### config.mk
export PLATFORM = sky130hd
export DESIGN_NAME = lkvt_cell
export DESIGN_NICKNAME = d
export VERILOG_FILES = /design/src/hdl/lkvt_pkg.sv /design/src/hdl/lkvt_cell.sv
export SDC_FILE = /design/constraint.sdc
export NUM_CORES = 1
export LEC_CHECK = 0
export BUFFER_PORTS_ARGS = -buffer_cell sky130_fd_sc_hd__buf_2
export CAP_MARGIN = 15
export CORE_ASPECT_RATIO = 0.75
export CORE_MARGIN = 4
export CORE_UTILIZATION = 40
export CTS_CLUSTER_SIZE = 12
export DETAILED_ROUTE_END_ITERATION = 12
export HOLD_SLACK_MARGIN = 0.06
export PLACE_DENSITY = 0.81
export SKIP_LAST_GASP = 1
export SYNTH_ARGS = -nofsm -noshare
export SYNTH_HDL_FRONTEND = slang
export SYNTH_SLANG_ARGS = --single-unit
export TNS_END_PERCENT = 20
### constraint.sdc
create_clock -name clk -period 2.7 [get_ports clk]
set_input_delay 0.135 -clock clk [delete_from_list [all_inputs] [get_ports clk]]
set_output_delay 0.135 -clock clk [all_outputs]
set_load 0.02 [all_outputs]
### src/hdl/lkvt_pkg.sv
// package for the linear key/value table
// command, status and cell operation codes plus parameter defaults
// no dependencies
`timescale 1ns / 1ps

package lkvt_pkg;

    localparam int DEPTH_DEF      = 256;
    localparam int KEY_BITS_DEF   = 32;
    localparam int VALUE_BITS_DEF = 32;

    // command codes
    localparam logic [2:0] CMD_LOOKUP = 3'd0;
    localparam logic [2:0] CMD_ACCESS = 3'd1;
    localparam logic [2:0] CMD_WRITE  = 3'd2;
    localparam logic [2:0] CMD_DELETE = 3'd3;
    localparam logic [2:0] CMD_CLEAR  = 3'd4;

    // result status codes
    localparam logic [1:0] STAT_HIT  = 2'd0;
    localparam logic [1:0] STAT_MISS = 2'd1;
    localparam logic [1:0] STAT_NEW  = 2'd2;
    localparam logic [1:0] STAT_FULL = 2'd3;

    // operation broadcast to the cells in the update cycle
    typedef logic [1:0] cell_op_t;
    localparam cell_op_t OP_NONE   = 2'd0;
    localparam cell_op_t OP_WRITE  = 2'd1;
    localparam cell_op_t OP_APPEND = 2'd2;
    localparam cell_op_t OP_DELETE = 2'd3;

    typedef struct packed {
        logic     cmp_en;   // compare broadcast key this cycle
        cell_op_t op;       // update applied this cycle
    } cell_ctrl_t;

endpackage

### src/hdl/lkvt_cell.sv
// one table entry: key, value and registered match flag
// depends on lkvt_pkg; chained to its upper neighbor for delete shifts
`timescale 1ns / 1ps

module lkvt_cell
    import lkvt_pkg::*;
#(
    parameter int DEPTH      = DEPTH_DEF,
    parameter int IDX        = 0,
    parameter int KEY_BITS   = KEY_BITS_DEF,
    parameter int VALUE_BITS = VALUE_BITS_DEF,
    localparam int CntW      = $clog2(DEPTH + 1),
    localparam int SlotW     = $clog2(DEPTH)
)
(
    input  logic                  clk,
    input  logic                  rst_n,
    input  cell_ctrl_t            ctrl,
    input  logic [CntW-1:0]       count,
    input  logic [SlotW-1:0]      slot,
    input  logic [KEY_BITS-1:0]   cmp_key,
    input  logic [KEY_BITS-1:0]   new_key,
    input  logic [VALUE_BITS-1:0] new_value,
    input  logic [KEY_BITS-1:0]   nb_key,
    input  logic [VALUE_BITS-1:0] nb_value,
    output logic [KEY_BITS-1:0]   key_q,
    output logic [VALUE_BITS-1:0] value_q,
    output logic                  match_q
);

    logic [KEY_BITS-1:0]   key_reg;
    logic [VALUE_BITS-1:0] value_reg;
    logic                  match_reg;
    logic                  occupied;

    assign occupied = CntW'(IDX) < count;

    always_ff @(posedge clk or negedge rst_n)
    begin
        if (!rst_n)
        begin
            match_reg <= 1'b0;
        end
        else if (ctrl.cmp_en)
        begin
            match_reg <= occupied && (key_reg == cmp_key);
        end
    end

    // payload, no reset
    always_ff @(posedge clk)
    begin
        case (ctrl.op)
            OP_WRITE:
            begin
                if (match_reg)
                begin
                    value_reg <= new_value;
                end
            end
            OP_APPEND:
            begin
                if (count == CntW'(IDX))
                begin
                    key_reg   <= new_key;
                    value_reg <= new_value;
                end
            end
            OP_DELETE:
            begin
                // entries at and above the removed one move down
                if (slot <= SlotW'(IDX))
                begin
                    key_reg   <= nb_key;
                    value_reg <= nb_value;
                end
            end
            default:
            begin
            end
        endcase
    end

    assign key_q   = key_reg;
    assign value_q = value_reg;
    assign match_q = match_reg;

endmodule

== Word level (Yosys, flattened, before mapping) ==
Index checks and enable logic that the tools add are counted.
Storage, ports and cells
  bits in registers: 65
  output and inout port bits: 65
Cells by class
  order comparisons: 2
  equal/unequal tests: 7
  multiplexer cells: 7
  reductions and logical operators: 6
Operator list (count)
  32-bit 2-to-1 mux: 5
  32-bit case mux with 3 select lines: 1
  32-bit case mux with 2 select lines: 1
  32-bit == test: 1
  9-bit zero test: 1
  1-bit by 9-bit less-than comparator with 1-bit output, first input constant: 1
  8-bit by 1-bit less-or-equal comparator with 1-bit output, second input constant: 1
  2-bit inequality test, second input constant: 3
  2-bit == test, second input constant: 2
  4-bit AND reduction: 1
  3-bit AND reduction: 1
  3-bit nonzero test: 1
  2-bit by 1-bit == test with 1-bit output, second input constant: 1
  2-bit nonzero test: 1
  1-bit logical AND: 1

== Longest topological paths before layout ==
Gate-level depths: netlist of run 1.
  depth in word-level cells: 3
  gate-level depth with buffers: 5
  mapped depth without buffers: 5

== Worst setup path after synthesis of run 1 ==
OpenSTA, ideal clock, no wires.
  kind: input port to flip-flop
  from: input count[2]
  to: register value_reg[0] (netlist: value_q[0]) (enable)
  setup time: 0.428 ns
  arrival: 2.064 ns
  setup slack: 0.208 ns
  cell stages on the path: 5
  path buffers: 0
  path through: nor4_1 nand3_1 o21ai_0 and2_2 o21bai_1
On the way
  longest elaborated chain between the ends: 3
RTL lines
  start: declaration: RTL line lkvt_cell.sv:19  | input logic [CntW-1:0] count,
  9-bit zero test: RTL line lkvt_cell.sv:63  | if (count == CntW'(IDX))
  2-bit inequality test (no line)
  4-bit AND reduction (no line)
  end signal: assignment: RTL line lkvt_cell.sv:58  | value_reg <= new_value;
  end signal: assignment: RTL line lkvt_cell.sv:66  | value_reg <= new_value;
  end signal: assignment: RTL line lkvt_cell.sv:75  | value_reg <= nb_value;
  end: declaration: RTL line lkvt_cell.sv:32  | logic [VALUE_BITS-1:0] value_reg;
No other way between the ends.
A chain may end at the register's enable or synchronous reset.

== Worst setup path after layout of run 1 ==
  from: register match_reg (netlist: match_q)
  to: register value_reg[3] (netlist: value_q[3]) (enable)
On the way
  longest elaborated chain between the ends: 2
RTL lines
  start: declaration: RTL line lkvt_cell.sv:33  | logic match_reg;
  start signal: assignment: RTL line lkvt_cell.sv:46  | match_reg <= occupied && (key_reg == cmp_key);
  2-bit inequality test (no line)
  4-bit AND reduction (no line)
No other way between the ends.

==> impl_metrics.py, run 1 <==
metrics = {
    "status": {
        "status": "completed",
    },
    "clock_network": {
        "clk-insertion-delay-late_ns": 0.32,
        "clock-sinks": 65,
        "cts_tree": "built",
        "clockBufferDepth": 2,
        "root_buffer": "clkbuf_8",
        "clk_pin_slew_ns": 0.07,
        "post_cts_buffers": 0,
        "numCtsBuffers": 9,
        "htree_levels": 3,
    },
    "global_route": {
        "overflow": 0,
        "grt_pass1_vias": 2870,
        "grt_usage": 0.198,
        "antenna_found_initial": 0,
        "grt_max_degree": 38,
        "grt_pass1_wl_um": 14500,
    },
    "place": {
        "hpwl_um": 7750,
        "gp_congestion": 0.943,
        "port_buffers": 246,
    },
    "worst_setup_path": {
        "crit_path_max_fanout": 32,
        "critPathLaunchType": "register",
        "critPathArrivalTime_ns": 1.51,
        "worstPathRequired_ns": 2.65,
        "endpoint_kind": "register",
        "crit_path_start": "match_q",
        "criticalPathCategory": "register to register",
        "r2r-start": "match_q",
    },
    "route": {
        "drc_errors": 0,
        "wl_um": 9390,
        "drt_iter0_markers": 58,
        "drt-pass1-iter-count": 4,
        "drtAntennaViolNets": 0,
        "wl_per_cell_um": 17.0,
        "vias": 2606,
        "via_per_inst": 4.71,
    },
    "sta": {
        "finalMaxSlewViolations": 0,
        "tns_ns": 0,
        "skew_ns": 0.00703,
        "tightest_slew_ns": 0.903,
        "maxSlewHeadroom": 0.396,
        "fin_crit_sh": 0.578,
        "finalCriticalPeriod_ns": 1.56,
        "finalSetupViolations": 0,
        "final_hold_viol_count": 0,
        "rsz0062_at_grt": "no",
        "fmax_mhz": 640,
    },
    "pwr": {
        "vdd_drop_max_mv": 0.323,
        "power_density_nw_per_um2": 464,
        "design_power_total_w": 0.00218,
        "leakagePower_nw": 2.07,
    },
    "logic_synthesis": {
        "yosysSeqAreaShare": 0.613,
        "yosys-mux-area-fraction": 0.227,
        "synth.distinct_cells": 19,
        "synth-adder-area-share": 0,
        "synth-compound-area-share": 0.00788,
        "yosys-top-cells-area": "edfxtp_1 (60%), mux2_2 (23%), xnor2_1 (4.7%)",
        "synth_largest_area_cell": "edfxtp_1",
        "synth_fp_nets": 374,
        "syn_area_um2": 3180,
        "synth-xor-area-share": 0.0882,
        "ys_ff_latch": 65,
        "ys.warnings.count": 0,
        "yosys.area_share.simple": 0.0386,
        "synth_cells": 192,
        "syn_area_per_cell_um2": 16.5,
        "synth_top_area_share": 0.605,
        "synth_top_family_by_area": "multiplexers",
    },
    "die": {
        "die_w_um": 111,
        "die_h_um": 85.2,
        "die_area_um2": 9450,
        "core_um2": 7530,
        "core.rowCount": 27,
        "ios": 247,
        "initial_core_util": 0.422,
    },
    "run": {
        "drv_cap": 0,
    },
    "layout": {
        "insertedDiodeCount": 0,
        "fin_nets": 629,
        "drive_gt1_frac": 0.730,
        "area_delta_synth_final_pct": 48.2,
    },
    "min_path": {
        "worstHoldStart": "new_value[10]",
        "hold_path_class": "input pin to register",
    },
}
[power breakdown]
| part | switching, W | internal, W |
|---|---|---|
| combinational | 0.0000958 | 0.000180 |
| clock | 0.000366 | 0.000426 |
| sequential | 0.000000705 | 0.00112 |
[cell usage in the layout (no fill, tap or decap), drive strengths merged, types with 3 or more instances in the layout]
cell,n
xnor2,17
edfxtp,64
mux2,64
clkinv,4
clkbuf,9
nand4,6
xor2,15
nor4,7
buf,248
inv,3
[synthesized netlist by cell type]
library cell and count:
and2_2 1, buf_6 2, clkbuf_8 4, dfrtp_1 1
edfxtp_1 64, inv_1 1, mux2_2 64, nand2_1 1
nand2_2 1, nand3_1 2, nand4_1 6, nor2_1 1
nor3_1 2, nor4_1 7, o21ai_0 1, o21bai_1 1
o22ai_2 1, xnor2_1 17, xor2_1 15
[stage by stage]
stage / hold WS (ns) / setup WS (ns) / instance area (µm²) / std cells / utilization
finish: 0.104 / 1.14 / 4710 / 553 / 0.625
global route: 0.0799 / 1.00 / 4710 / 553 / 0.625
CTS: 0.0825 / 1.10 / 4710 / 553 / 0.625
detailed placement: -0.0872 / 0.944 / 4500 / 535 / 0.597
global placement: -0.0879 / 0.975 / 4500 / 535 / 0.597
floorplan: -0.161 / 0.208 / 3180 / 192 / -
[registers in the layout, summed over array words and instances (netlist names)]
| register | flops |
|---|---|
| key_q | 32 |
| value_q | 32 |
| match_q | 1 |
[cell type report]
| class | instances | area (µm²) |
|---|---|---|
| fill | 606 | 2830 |
| clock buffer | 9 | 124 |
| tap | 101 | 126 |
| inverter | 1 | 3.75 |
| clock inverter | 7 | 68.8 |
| sequential | 65 | 1950 |
| timing repair buffer | 250 | 1280 |
| multi-input combinational | 120 | 1160 |
[layer usage]
| metal | vias up | wire length [µm] | global-route usage |
|---|---|---|---|
| met5 | - | 0 | 0 |
| met4 | 0 | 148 | 0.0626 |
| met2 | 127 | 5250 | 0.385 |
| met1 | 1214 | 3280 | 0.197 |
| met3 | 15 | 708 | 0.0706 |
| li1 | 1250 | - | - |
[worst max-delay path, cell delays in order, from the launching register on]
cell and delay, ns:
dfrtp_1 0.37, nand2_1 0.09, o21bai_4 0.70
[timing repair]
item                      in CTS  in global routing
hold buffers                   2                  0
hold endpoints to repair       2                  0
gates resized for setup        0                  0
[kinds of logic (layout without fill, tap and decap cells)]
kind of cell | Yosys count | count (layout)
buffers and inverters | 7 | 267
multiplexers | 64 | 64
AO/OA/AOI/OAI | 3 | 3
AND/OR/NAND/NOR | 21 | 21
flip-flops | 65 | 65
XOR/XNOR | 32 | 32
[path summary, 6_finish.rpt]
kind                                to  slack [ns]  cells past startpoint
max                         value_q[3]        1.14                      2
min                        value_q[10]        0.10                      2
max reg2reg                 value_q[3]        1.14                      2
min reg2reg                    match_q        0.58                      2
max in group asynchronous      match_q        2.49                      2
min in group asynchronous      match_q        0.13                      2
Power figures use the tool's default switching activity.
==> inputs of run 2 (changes only) <==
Settings changed: ABC_AREA set to 1, CORE_UTILIZATION 40 to 41, PLACE_DENSITY 0.81 to 0.8.
Clock period 2.7 ns to 1.55 ns, I/O delays scaled along.
==> impl_metrics.py, run 2 <==
metrics = {
    "worst_setup_path": {
        "worstPathRequired_ns": 1.74,
        "r2r-end": "value_q[30]",
        "path_common_cell": "nand2_1",
        "criticalPathCategory": "input pin to register",
        "cp_top_family": "buffers and inverters",
        "critPathBufInv": 3,
        "slowest_delay_ns": 0.56,
        "reg2regPathDepth": 3,
        "path_cells": "buf_2 > nand2_2 > buf_4 > nand2_1 > nand2_1 > dlygate4sd3_1",
        "r2r_setup_slack_ns": 0.37,
        "cp_slowest_cell": "dlygate4sd3_1",
        "crit_path_start": "ctrl[0]",
        "critPathArrivalTime_ns": 1.65,
        "crit_path_max_fanout": 64,
        "critPathLaunchType": "input pin",
        "r2r-start": "match_q",
        "endpoint_kind": "register",
    },
    "logic_synthesis": {
        "ys_ff_latch": 65,
        "synth_top_area_share": 0.550,
        "synth-main-ff-cell": "edfxtp_1",
        "synth_most_common_cell": "nand2_1",
        "async_reset_ff_frac": 0.0154,
        "yosysSeqAreaShare": 0.557,
        "synth_commonest_cells": "nand2_1 (264), edfxtp_1 (64), inv_1 (48)",
        "yosys-top-cells-area": "edfxtp_1 (55%), nand2_1 (28%), inv_1 (5.2%)",
        "synth.distinct_cells": 21,
        "synth_cells": 440,
        "synth_enable_flop_cells": 64,
        "syn_area_um2": 3500,
        "synth_largest_area_cell": "edfxtp_1",
        "syn_area_per_cell_um2": 7.95,
        "synth_fp_nets": 622,
        "ys.warnings.count": 0,
    },
    "clock_network": {
        "clk_pin_slew_ns": 0.06,
        "clockBufferDepth": 2,
        "cts_tree": "built",
        "clk-insertion-delay-late_ns": 0.33,
        "post_cts_buffers": 0,
        "numCtsBuffers": 9,
        "root_buffer": "clkbuf_16",
        "htree_levels": 3,
        "clock-sinks": 65,
    },
    "place": {
        "dp_slack_ns": 0.0887,
        "placed_area_um2": 4820,
        "gp_congestion": 0.881,
        "port_buffers": 246,
        "hpwl_um": 8250,
    },
    "die": {
        "core.rowCount": 28,
        "die_area_um2": 10100,
        "core_um2": 8090,
        "die_w_um": 115,
        "die_h_um": 88.0,
        "ios": 247,
        "initial_core_util": 0.432,
    },
    "min_path": {
        "min_path_cells": 3,
        "worstHoldStart": "nb_key[16]",
        "hold_path_end": "key_q[16]",
        "hold_path_class": "input pin to register",
    },
    "route": {
        "drtAntennaViolNets": 0,
        "vias": 4243,
        "wl_um": 13300,
        "drt_iter0_markers": 203,
        "drc_errors": 0,
        "drt-pass1-iter-count": 5,
        "via_per_inst": 4.61,
        "wl_per_cell_um": 14.5,
    },
    "sta": {
        "skew_ns": 0.00714,
        "finalSetupViolations": 0,
        "tightest_slew_ns": 0.647,
        "rsz0062_at_grt": "yes",
        "timing.final.ws_setup_ns": 0.0935,
        "maxSlewHeadroom": 0.569,
        "final_hold_viol_count": 0,
        "fmax_mhz": 687,
        "finalCriticalPeriod_ns": 1.46,
        "fin_crit_sh": 0.940,
        "hold_slack_ns": 0.0687,
        "finalMaxSlewViolations": 0,
    },
    "pwr": {
        "vdd_drop_max_mv": 0.620,
        "power_density_nw_per_um2": 869,
        "leakagePower_nw": 3.36,
        "design_power_total_w": 0.00551,
    },
    "global_route": {
        "antenna_found_initial": 0,
        "grt_usage": 0.258,
        "overflow": 0,
        "grt_max_degree": 65,
        "grt_pass1_wl_um": 19900,
        "grt_pass1_vias": 4281,
    },
    "layout": {
        "utilization": 0.784,
        "fin_nets": 993,
        "drive_gt1_frac": 0.330,
        "final_cell_mix": "nand2_1 (263), buf_2 (246), dlygate4sd3_1 (123)",
        "design_area_um2": 6340,
        "area_delta_synth_final_pct": 81.5,
        "final.fill_count": 535,
        "insertedDiodeCount": 0,
        "layout_commonest_cell": "nand2_1",
    },
    "status": {
        "status": "completed",
    },
    "run": {
        "drv_cap": 0,
    },
}
-- run 2: layout make-up --
type | instances | area, µm² | area share
Clock inverter | 6 | 60.1 | 0.00947
Timing Repair Buffer | 374 | 2540 | 0.401
Clock buffer | 9 | 225 | 0.0355
Sequential cell | 65 | 1950 | 0.307
Multi-Input combinational cell | 312 | 1250 | 0.198
Inverter | 49 | 184 | 0.0290
Tap cell | 105 | 131 | 0.0207
-- run 2: repair_timing --
action / CTS / global route
hold buffers: 123 / 0
resized for setup: 0 / 1
hold endpoints to repair: 64 / 0
setup endpoints to repair: 0 / 4
-- run 2: worst min-delay path: stages --
cell and delay (ns):
buf_2 0.08, nand2_1 0.04, nand2_1 0.07
-- run 2: worst max path at each step --
stage | end | depth (start not counted)
2_1_floorplan | key_q[0] | 5
3_3_place_gp | value_q[11] | 7
3_5_place_dp | value_q[14] | 7
4_1_cts | key_q[24] | 7
5_1_grt | value_q[24] | 6
6_report | value_q[31] | 6
-- run 2: layer usage --
layer,track usage,routed length (µm)
met1,0.264,4630
met2,0.496,7090
met3,0.0863,1310
met4,0.0831,278
met5,0,0
-- run 2: cell families (layout without fill, tap and decap cells) --
logic type	count (synthesis)	after routing	synth area share
flops	65	65	0.557
xor+xnor	8	8	0.0200
compound gates	7	7	0.0104
simple gates	297	297	0.324
buf+inv	63	438	0.0891
-- run 2: through the flow --
stage           TNS, ns  std cells
2_1_floorplan     -8.87        440
3_3_place_gp          0        782
3_5_place_dp          0        782
4_1_cts               0        920
5_1_grt        -0.00586        920
6_report              0        920
-- run 2: report_power, final --
group / switching (W) / internal, W / leakage, nW
clock: 0.000697 / 0.00122 / 0.129
sequential: 0.0000850 / 0.00214 / 0.610
combinational: 0.000694 / 0.000681 / 2.62
total: 0.00148 / 0.00404 / 3.36
==> inputs of run 3 (changes only) <==
Settings changed: ABC_AREA 1 to unset, CORE_UTILIZATION 41 to 40, PLACE_DENSITY 0.8 to 0.81.
==> impl_metrics.py, run 3 <==
metrics = {
    "clock_network": {
        "cts_resized": 0,
        "numCtsBuffers": 9,
        "clock-sinks": 65,
        "root_buffer": "clkbuf_8",
        "cts_hold_buf": 113,
        "post_cts_buffers": 0,
        "htree_levels": 3,
        "clockBufferDepth": 2,
    },
    "logic_synthesis": {
        "syn_area_um2": 3180,
        "async_reset_ff_frac": 0.0154,
        "ys.warnings.count": 0,
        "synth_enable_flop_cells": 64,
        "synth-main-ff-cell": "edfxtp_1",
        "synth_cells": 192,
        "synth.distinct_cells": 19,
        "yosys-top-cells-area": "edfxtp_1 (60%), mux2_2 (23%), xnor2_1 (4.7%)",
        "synth_top_area_share": 0.605,
        "yosysSeqAreaShare": 0.613,
        "synth_largest_area_cell": "edfxtp_1",
        "synth_commonest_cells": "edfxtp_1 (64), mux2_2 (64), xnor2_1 (17)",
        "synth_fp_nets": 374,
        "ys_ff_latch": 65,
        "syn_area_per_cell_um2": 16.5,
    },
    "place": {
        "place_inst": 540,
        "hpwl_um": 7880,
        "dp_slack_ns": -0.0254,
        "port_buffers": 246,
        "gp_congestion": 0.911,
    },
    "status": {
        "lastStage": "4_1_cts",
        "status": "aborted with a tool error",
        "error_line": "[ERROR RSZ-0060] Max buffer count reached.",
    },
    "die": {
        "die_h_um": 85.2,
        "core.rowCount": 27,
        "die_w_um": 111,
        "initial_core_util": 0.422,
        "ios": 247,
    },
}
[run 3: cell count changes after synthesis, sizes merged, moves of 3 or more]
cell    before  now
nand2      264    2
nand4        2    6
buf         14    2
nor4         1    7
inv         49    1
xor2         1   15
xnor2        7   17
nor2        24    1
mux2         0   64
o21ai        4    1
clkbuf       0    4
[run 3: cell families after synthesis]
group / after synthesis / share of synthesized area
XOR/XNOR: 32 / 0.0882
AO/OA/AOI/OAI: 3 / 0.00788
multiplexers: 64 / 0.227
AND/OR/NAND/NOR: 21 / 0.0386
buffers and inverters: 7 / 0.0256
flip-flops: 65 / 0.613
[run 3: through the flow]
step | instance area [µm²] | utilization | hold WS (ns)
after detailed placement | 4570 | 0.606 | -0.143
after global placement | 4570 | 0.606 | -0.147
after floorplan | 3200 | - | -0.218
==> inputs of run 4 (changes only) <==
Settings changed: CORE_ASPECT_RATIO 0.75 to unset, CTS_CLUSTER_SIZE 12 to unset, HOLD_SLACK_MARGIN 0.06 to unset, PLACE_DENSITY 0.81 to unset, PLACE_DENSITY_LB_ADDON set to 0.15.
==> impl_metrics.py, run 4 (synthesis gave the netlist of run 1 again) <==
metrics = {
    "global_route": {
        "grt_max_degree": 33,
        "antenna_found_initial": 0,
        "grt_usage": 0.181,
        "overflow": 0,
        "grt_pass1_wl_um": 13400,
        "grt_pass1_vias": 2798,
    },
    "clock_network": {
        "clockBufferDepth": 2,
        "cts_tree": "built",
        "clk_pin_slew_ns": 0.07,
        "clk-insertion-delay-late_ns": 0.32,
        "htree_levels": 3,
        "root_buffer": "clkbuf_8",
        "post_cts_buffers": 0,
        "clock-sinks": 65,
        "numCtsBuffers": 9,
    },
    "sta": {
        "rsz0062_at_grt": "no",
        "fin_crit_sh": 0.933,
        "finalMaxSlewViolations": 0,
        "final_hold_viol_count": 0,
        "finalSetupViolations": 0,
        "finalCriticalPeriod_ns": 1.45,
        "hold_slack_ns": 0.0553,
        "maxSlewHeadroom": 0.785,
        "skew_ns": 0.00786,
        "fmax_mhz": 691,
        "tightest_slew_ns": 0.320,
        "timing.final.ws_setup_ns": 0.103,
    },
    "place": {
        "dp_slack_ns": -0.0241,
        "place_inst": 539,
        "placed_area_um2": 4560,
        "hpwl_um": 7340,
        "gp_congestion": 0.878,
        "port_buffers": 246,
    },
    "die": {
        "die_h_um": 97.1,
        "ios": 247,
        "core_um2": 7730,
        "die_w_um": 97.1,
        "core.rowCount": 32,
        "initial_core_util": 0.411,
        "die_area_um2": 9430,
    },
    "route": {
        "wl_per_cell_um": 15.9,
        "drt-pass1-iter-count": 4,
        "drc_errors": 0,
        "via_per_inst": 4.61,
        "drtAntennaViolNets": 0,
        "drt_iter0_markers": 55,
        "vias": 2568,
        "wl_um": 8870,
    },
    "layout": {
        "utilization": 0.621,
        "design_area_um2": 4800,
        "insertedDiodeCount": 0,
        "drive_gt1_frac": 0.734,
        "finalNonFillerCells": 557,
        "final_cell_mix": "buf_2 (246), mux2_2 (64), edfxtp_1 (64)",
        "fin_nets": 632,
        "layout_commonest_cell": "buf_2",
        "final.fill_count": 658,
        "area_delta_synth_final_pct": 51.1,
    },
    "pwr": {
        "leakagePower_nw": 2.10,
        "vdd_drop_max_mv": 0.625,
        "power_density_nw_per_um2": 821,
    },
    "worst_setup_path": {
        "endpoint_kind": "register",
        "cp_top_family": "simple AND/OR/NAND/NOR gates",
        "crit_path_max_fanout": 2,
        "worstPathRequired_ns": 1.78,
        "criticalPathCategory": "register to register",
        "path_common_cell": "nand4_1",
        "critPathArrivalTime_ns": 1.68,
        "path_depth": 5,
        "reg2regPathDepth": 5,
        "crit_path_start": "key_q[1]",
        "r2r-start": "key_q[1]",
        "path_cells": "xnor2_1 > nand4_1 > nor4_2 > nand4_1 > o22ai_2",
        "critPathLaunchType": "register",
        "slowest_delay_ns": 0.39,
        "critPathBufInv": 0,
        "cp_slowest_cell": "edfxtp_1",
    },
    "min_path": {
        "min_path_cells": 2,
        "hold_path_class": "input pin to register",
        "worstHoldStart": "nb_key[7]",
    },
    "run": {
        "drv_cap": 0,
    },
    "status": {
        "status": "completed",
    },
}
run 4: what timing repair did:
action                                 in CTS  in global routing
setup endpoints to repair                   0                  1
gates resized for setup                     0                  1
endpoints found under the hold margin       2                  0
hold buffers                                2                  0
run 4: per-layer routing:
layer / GRT usage / vias to the layer above / part of all wire
met4: 0.0691 / 0 / 0.015
met1: 0.175 / 1172 / 0.34
li1: - / 1254 / -
met3: 0.0682 / 10 / 0.097
met5: 0 / - / 0
met2: 0.342 / 132 / 0.55
run 4: worst paths after layout:
check,to,slack (ns)
worst min-delay path,key_q[7],0.06
max in group asynchronous,match_q,1.38
min in group asynchronous,match_q,0.08
worst max-delay path,match_q,0.10
worst min register to register,match_q,0.62
worst max register to register,match_q,0.10
run 4: worst register-to-register path: cells and delay by family, from the launching register on:
family	cells	cell delay, ns
AOI/OAI and AO/OA	1	0.14
xor gates and xnor gates	1	0.18
DFF	1	0.39
and+or+nand+nor	3	0.65
run 4: cell type report:
cell class / instances / area [µm²] / area share
Clock inverter: 7 / 85.1 / 0.0177
Tap cell: 102 / 128 / 0.0266
Inverter: 1 / 3.75 / 0.000782
Clock buffer: 9 / 124 / 0.0258
Timing Repair Buffer: 253 / 1340 / 0.279
Multi-Input combinational cell: 120 / 1170 / 0.245
Sequential cell: 65 / 1950 / 0.406
run 4: metrics by stage:
stage | power (W) | setup TNS, ns
detailed placement | 0.00247 | -0.721
CTS | 0.00399 | 0
floorplan | 0.00221 | -3.94
finish | 0.00394 | 0
global placement | 0.00246 | -0.704
global route | 0.00411 | 0
run 4: power breakdown:
part	internal, W	leakage [nW]	switching (W)	total, W
sequential	0.00194	0.589	0.00000118	0.00195
combinational	0.000318	1.41	0.000168	0.000486
clock	0.000890	0.106	0.000618	0.00151
total	0.00315	2.10	0.000787	0.00394
